--- config.mk ---
export PLATFORM = sky130hd
export DESIGN_NAME = ghb_ram
export DESIGN_NICKNAME = d
export VERILOG_FILES = /design/src/design/ghb_ram.sv
export SDC_FILE = /design/constraint.sdc
export NUM_CORES = 1
export LEC_CHECK = 0
export ABC_AREA = 1
export BUFFER_PORTS_ARGS = -buffer_cell sky130_fd_sc_hd__buf_4
export CAP_MARGIN = 25
export CORE_MARGIN = 8
export CORE_UTILIZATION = 50
export CTS_CLUSTER_SIZE = 16
export DETAILED_ROUTE_END_ITERATION = 12
export PLACE_DENSITY = 0.7
export SYNTH_ARGS = -nofsm -noshare
export SYNTH_HDL_FRONTEND = slang
export SYNTH_SLANG_ARGS = --single-unit
--- constraint.sdc ---
create_clock -name clk -period 1.26 [get_ports clk]
set_input_delay 0.252 -clock clk [delete_from_list [all_inputs] [get_ports clk]]
set_output_delay 0.252 -clock clk [all_outputs]
set_load 0.02 [all_outputs]
--- src/design/ghb_ram.sv ---
// Generic single-write, single-read RAM with registered read data.
`default_nettype none

module ghb_ram #(
  parameter int WIDTH = 8,
  parameter int DEPTH = 16
) (
  input  wire logic                             clk,
  input  wire logic                             wr_en,
  input  wire logic [$clog2(DEPTH)-1:0]         wr_addr,
  input  wire logic [WIDTH-1:0]                 wr_data,
  input  wire logic                             rd_en,
  input  wire logic [$clog2(DEPTH)-1:0]         rd_addr,
  output      logic [WIDTH-1:0]                 rd_data
);

  logic [WIDTH-1:0] mem [DEPTH];

  // Write on request; hold read data unless a read is issued
  always_ff @(posedge clk) begin
    if (wr_en) begin
      mem[wr_addr] <= wr_data;
    end
    if (rd_en) begin
      rd_data <= mem[rd_addr];
    end
  end

endmodule

`default_nettype wire

# Yosys cells after proc, flatten, opt, wreduce, memory -nomap -nowiden
# Memory sizes are Yosys's and may differ from the RTL's. A register that Yosys moved wholly into a read port is not among the register bits.
# Index checks and enable logic that the tools add are counted.
[op_classes]
mux = 2
[ops]
columns = ["cell", "count"]
rows = [
  ["1-bit two-way mux", 2],
]
[totals]
out_inout_bits = 8
mem_bits_rw = 128
input_bits = 19
reg_bits = 0
memories = 1
word_cells = 3
[memory_table]
columns = ["memory", "depth", "word_bits", "rd", "rd_clocked_by_memory_dff", "wr", "line", "source"]
rows = [
  ["mem", 16, 8, 1, 1, 1, "17", "logic [WIDTH-1:0] mem [DEPTH];"],
]

# Logic depth before layout (Yosys ltp)
# Gate-level depths: netlist of run 1.
[logic_depth]
word_depth = 2
mapped_depth = 8
mapped_depth_nobuf = 7

# Worst setup path after synthesis of run 1
# OpenSTA, ideal clock, no wires.
[synth_timing]
kind = "input -> register"
from = "input port wr_addr[3]"
to = "memory mem[4][0], enable pin"
arrival_ns = 0.833
n_path_buf = 0
setup_time_ns = 0.370
required_ns = 0.890
path_stages = 2
setup_slack_ns = 0.057
cell_sequence = "nand3b_1 > nor2_1"
[synth_lines]
columns = ["element", "line", "source"]
rows = [
  ["start, declared", "10", "input wire logic [$clog2(DEPTH)-1:0] wr_addr,"],
  ["end, declared", "17", ""],
]
# No word-level cell before the write port.

# Worst setup path in the final report of run 1
[layout_timing]
from = "register rd_data[5] (read register of mem)"
to = "output port rd_data[5]"
[layout_lines]
columns = ["element", "line", "source"]
rows = [
  ["start, declared", "14", "output logic [WIDTH-1:0] rd_data"],
]
# No word-level cell between the ends.

==> impl_metrics.json, run 1 <==
{
  "status": "complete, but fails checks",
  "violations": "setup timing",
  "setup_viol": 2,
  "vias": 3936,
  "finalClockSkew_ns": 0.00537,
  "clk_pin_slew_ns": 0.06,
  "min_from": "rd_en",
  "cts_root_buf": "clkbuf_16",
  "dp.cells": 723,
  "cts.sinks": 136,
  "drv_slew": 0,
  "post_drt_wl_per_cell_um": 17.4,
  "r2r_end": "rd_data[7]",
  "synth-main-ff-cell": "edfxtp_1",
  "tightest_slew_ns": 0.617,
  "r2r_start": "mem[1][7]",
  "num_antenna_cells": 0,
  "power.share.clock_pct": 44.5,
  "crit_family": "flip-flops",
  "rows": 39,
  "p_per_area_mw_per_mm2": 1530,
  "final_nets": 618,
  "switchingPower_mw": 2.31,
  "syn-num-nets": 570,
  "num_io_pins": 27,
  "max-slew-margin-rel_pct": 58.8,
  "async_flop_share_pct": 0,
  "clock_path_buffers": 2,
  "hpwl_um": 8320,
  "yosys_warnings": 0,
  "synth_most_common_cell": "nand2_1",
  "drc_errors": 0,
  "p_int_mw": 8.20,
  "final_cells": 755,
  "cp-end-kind": "output port",
  "worst_slack_ns": -0.0184,
  "max_freq_ghz": 0.782,
  "antenna_found_initial": 0,
  "postRouteAntennaNets": 0,
  "holdPathEnd": "rd_data[7]",
  "yosysSeqAreaShare_pct": 69.8,
  "die_width_um": 124,
  "cts_buffers": 17,
  "start_util_pct": 51.2,
  "total_power_mw": 10.5,
  "synthTopCellsByCount": "nand2_1 (173), edfxtp_1 (136), inv_1 (100)",
  "crit_type": "flip-flop to output port",
  "rsz0062_at_grt": "true",
  "crit_required_ns": 1.01,
  "core-area_mm2": 0.0114,
  "gr-total-overflow": 0,
  "fin_tns_setup_ns": -0.0241,
  "cp.arrival_ns": 1.03,
  "grt_util_all_layers_pct": 18.7,
  "die_area_mm2": 0.0154,
  "cp_slowest_stage_delay_ns": 0.45,
  "ys_types": 11,
  "grt_pass1_vias": 3899,
  "finalCriticalPeriod_ns": 1.28,
  "die_h_um": 124,
  "worstPathCellList": "buf_6",
  "combPwrFrac_pct": 6.6,
  "grt_max_degree": 33,
  "port_buffers": 26,
  "p_leak_nw": 2.97,
  "firstDrtPassIters": 6,
  "worst-path-buf-inv": 1,
  "power_frac_seq_pct": 48.9,
  "ys_ff_latch": 136,
  "gp_congestion": 0.879,
  "place_ws_ns": -0.212,
  "vias_per_cell": 5.21,
  "crit_slowest_cell": "edfxtp_1",
  "syn_to_final_growth_pct": 17.6,
  "hold_class": "primary input to flip-flop",
  "r2r_slack_ns": 0.10,
  "syn_inst": 551,
  "path_depth": 1,
  "worst-path-max-fanout": 1,
  "htree_levels": 4,
  "grt_first_pass_wirelength_um": 21000,
  "min_path_cells": 1,
  "cts_tree": "done",
  "swShare_pct": 22.0,
  "critPathLaunchType": "flip-flop",
  "drt-total-wl_um": 13200,
  "r2r_cells": 6,
  "synth-edff-count": 136,
  "drt_iter0_markers": 372,
  "hold_ws_ns": 0.143,
  "syn_area_per_cell_um2": 10.6,
  "insertion_delay_ns": 0.41,
  "cap_viol_max_count": 0,
  "drive_above_1_share_pct": 13.7,
  "fillers": 955,
  "yosys.area.top_type": "edfxtp_1",
  "final-hold-violation-count": 0,
  "yosys-top-cells-area": "edfxtp_1 (70%), nand2_1 (11%), nand3_1 (8.3%)",
  "ir_drop_v": 0.000832,
  "finalCritPeriodShare_pct": 101,
  "netlist_area_mm2": 0.00585,
  "synth_top_area_share_pct": 69.8
}
## worst max path at each step
stage	end	startpoint	slack (ns)
after floorplan	mem[4][0]	wr_addr[3]	0.06
after global placement	rd_data[7]	rd_addr[1]	-0.21
after detailed placement	rd_data[7]	rd_addr[1]	-0.21
after CTS	rd_data[5]	rd_data[5]	-0.03
after global routing	rd_data[5]	rd_data[5]	-0.04
final	rd_data[5]	rd_data[5]	-0.02
## registers in the layout (all words and copies together) (netlist names)
register / count
rd_data: 8
mem: 128
## cell families after synthesis
logic type    Yosys count  synth area share, %
simple gates          289                 20.8
buf+inv               126                 9.39
flops                 136                 69.8
## timing repair
item | in CTS | in global routing
gates resized for setup | 4 | 1
endpoints found under the setup margin | 4 | 5
setup buffers | 0 | 0
hold buffers | 0 | 0
## power groups by stage
| stage | registers, mW | logic [mW] | clock network, mW |
|---|---|---|---|
| final | 5.13 | 0.693 | 4.68 |
| after global routing | 5.14 | 0.764 | 4.94 |
| after CTS | 5.13 | 0.696 | 4.74 |
| after detailed placement | 5.22 | 0.684 | 0 |
| after global placement | 5.22 | 0.673 | 0 |
| after floorplan | 5.24 | 0.357 | 0 |
## metrics by stage
step / util, % / instance area, um^2
floorplan: - / 5850
global placement: 55.1 / 6290
detailed placement: 55.1 / 6290
CTS: 60.2 / 6870
global route: 60.2 / 6880
finish: 60.2 / 6880
## cell type report
type | count | area [um^2] | area share (%)
multi-input cells | 289 | 1210 | 17.7
inverters | 102 | 383 | 5.57
flip-flops and latches | 136 | 4080 | 59.4
repair buffers | 53 | 454 | 6.61
well taps | 143 | 179 | 2.60
clock buffers | 17 | 425 | 6.19
clock inverters | 15 | 136 | 1.98
## cell usage in the layout (no fill, tap or decap), types with 3 or more instances in the layout
| cell type | instances |
|---|---|
| nand2_1 | 173 |
| edfxtp_1 | 136 |
| inv_1 | 100 |
| nand3_1 | 97 |
| buf_4 | 45 |
| nor2_1 | 17 |
| clkbuf_16 | 17 |
| clkinvlp_4 | 6 |
| buf_6 | 5 |
| clkinv_2 | 4 |
| clkinv_1 | 3 |
| buf_12 | 3 |
## routing by layer
| metal | global-route usage, % | wire (um) | up-vias |
|---|---|---|---|
| li1 | - | - | 1881 |
| met1 | 24.7 | 5690 | 1861 |
| met2 | 29.4 | 6230 | 174 |
| met3 | 4.53 | 1080 | 20 |
| met4 | 6.69 | 176 | 0 |
| met5 | 0 | 0 | - |
No activity file was read; power rests on OpenSTA's default activity.
==> inputs of run 2 (changes only) <==
CORE_UTILIZATION = 43   (was 50)
PLACE_DENSITY = not set   (was 0.7)
==> run 2 against run 1 <==
The run now ends clean. Critical path depth did not move. Routed wire length up 1.6%. First-iteration DRC count shrank 17%. Die area grew 14%. Clock skew barely moved. Clock power down 5.1%. Cell count increased by 5.0%. Largest power group unchanged.
==> impl_metrics.json, run 2 (synthesized netlist as in run 1, its figures left out) <==
{
  "status": "finished, final reports clean",
  "p_leak_nw": 3.03,
  "final_nets": 627,
  "rows": 42,
  "num_io_pins": 27,
  "crit_type": "flip-flop to output port",
  "crit_family": "flip-flops",
  "finish.utilization_pct": 52.8,
  "grt_util_all_layers_pct": 15.8,
  "largest_reg_flops": 128,
  "cts_tree": "done",
  "finalCritPeriodShare_pct": 97.9,
  "layout_common_cells": "nand2_1 (173), edfxtp_1 (136), inv_1 (100)",
  "drt-total-wl_um": 13400,
  "grt_max_degree": 23,
  "worst-path-max-fanout": 1,
  "hold_ws_ns": 0.156,
  "clock_path_buffers": 2,
  "cts.sinks": 136,
  "cts_buffers": 17,
  "worstPathCellList": "buf_6",
  "use_met3_pct": 3.75,
  "power.share.clock_pct": 43.1,
  "cap_viol_max_count": 0,
  "power_frac_seq_pct": 49.8,
  "hold_class": "primary input to flip-flop",
  "met1_usage_pct": 20.2,
  "fillers": 1163,
  "top_regs": "mem x128, rd_data x8",
  "insertion_delay_ns": 0.40,
  "p_per_area_mw_per_mm2": 1470,
  "num_antenna_cells": 0,
  "die_area_mm2": 0.0176,
  "gr-total-overflow": 0,
  "syn_to_final_growth_pct": 19.6,
  "clk_pin_slew_ns": 0.05,
  "cp-end-kind": "output port",
  "postRouteAntennaNets": 0,
  "max-slew-margin-rel_pct": 80.0,
  "switchingPower_mw": 2.11,
  "swShare_pct": 20.5,
  "htree_levels": 4,
  "hpwl_um": 8820,
  "crit_required_ns": 1.01,
  "antenna_found_initial": 0,
  "worst-path-buf-inv": 1,
  "top_usage_layer": "met2",
  "vias_per_cell": 4.84,
  "die_width_um": 133,
  "cts_root_buf": "clkbuf_16",
  "final-hold-violation-count": 0,
  "largest_register": "mem",
  "drc_errors": 0,
  "gr-usage-met2_pct": 25.6,
  "drv_slew": 0,
  "rsz0062_at_grt": "false",
  "die_h_um": 133,
  "layout_commonest_cell": "nand2_1",
  "grt_first_pass_wirelength_um": 21200,
  "cp_slowest_stage_delay_ns": 0.42,
  "port_buffers": 26,
  "finalCriticalPeriod_ns": 1.23,
  "setup_viol": 0,
  "fin_tns_setup_ns": 0,
  "critPathLaunchType": "flip-flop",
  "firstDrtPassIters": 5,
  "cts_resized": 0,
  "crit_slowest_cell": "edfxtp_1",
  "max_freq_ghz": 0.811,
  "gp_congestion": 0.850,
  "finalClockSkew_ns": 0.00525,
  "core-area_mm2": 0.0132,
  "drt_iter0_markers": 309,
  "p_int_mw": 8.19,
  "cts_hold_repair.buffers": 0,
  "drive_above_1_share_pct": 13.8,
  "combPwrFrac_pct": 7.1,
  "tightest_slew_ns": 0.300,
  "post_drt_wl_per_cell_um": 16.9,
  "ir_drop_v": 0.000809,
  "start_util_pct": 44.2,
  "cts_setup_buffers": 0,
  "cp.arrival_ns": 0.98,
  "vias": 3840,
  "grt_pass1_vias": 3837
}
[run 2: cell types whose count changed in the layout (fill, tap and decap cells not counted)]
cell	delta
clkbuf_1	+3
nand3_1	-1
buf_12	+4
clkinv_1	+2
clkinv_2	-3
nand3_2	+1
clkinvlp_4	-6
buf_6	-2
buf_4	+7
[run 2: area by class of cell]
class	instances	area (um^2)	share of cell area [%]
flip-flops and latches	136	4080	58.4
inverters	102	383	5.48
repair buffers	62	564	8.07
clock buffers	20	437	6.25
clock inverters	8	83.8	1.20
well taps	176	220	3.15
multi-input cells	289	1220	17.4
[run 2: routing by layer]
metal | wire (um) | up-vias
met2 | 6450 | 100
met1 | 6010 | 1841
li1 | - | 1891
met3 | 774 | 8
met4 | 162 | 0
met5 | 0 | -
[run 2: worst paths after layout]
kind	startpoint	endpoint	slack (ns)	cells past startpoint
max	rd_data[5]	rd_data[5]	0.03	1
min	rd_en	rd_data[3]	0.16	1
max reg2reg	mem[15][3]	rd_data[3]	0.14	6
min reg2reg	mem[10][0]	rd_data[0]	0.74	6
[run 2: metrics by stage]
step | area (um^2) | worst slack [ns] | power, mW | instances
global placement | 6450 | -0.188 | 5.94 | 765
CTS | 6970 | 0.00488 | 10.4 | 793
finish | 6990 | 0.0270 | 10.3 | 793
global route | 6990 | 0.000974 | 10.6 | 793
detailed placement | 6450 | -0.191 | 5.95 | 765
floorplan | 5850 | 0.0572 | 5.60 | 551
[run 2: power groups by stage]
| stage | Combinational [mW] | Sequential, mW | Clock, mW |
|---|---|---|---|
| floorplan | 0.357 | 5.24 | 0 |
| global placement | 0.725 | 5.22 | 0 |
| detailed placement | 0.732 | 5.22 | 0 |
| CTS | 0.736 | 5.13 | 4.50 |
| global route | 0.809 | 5.14 | 4.67 |
| finish | 0.734 | 5.13 | 4.44 |
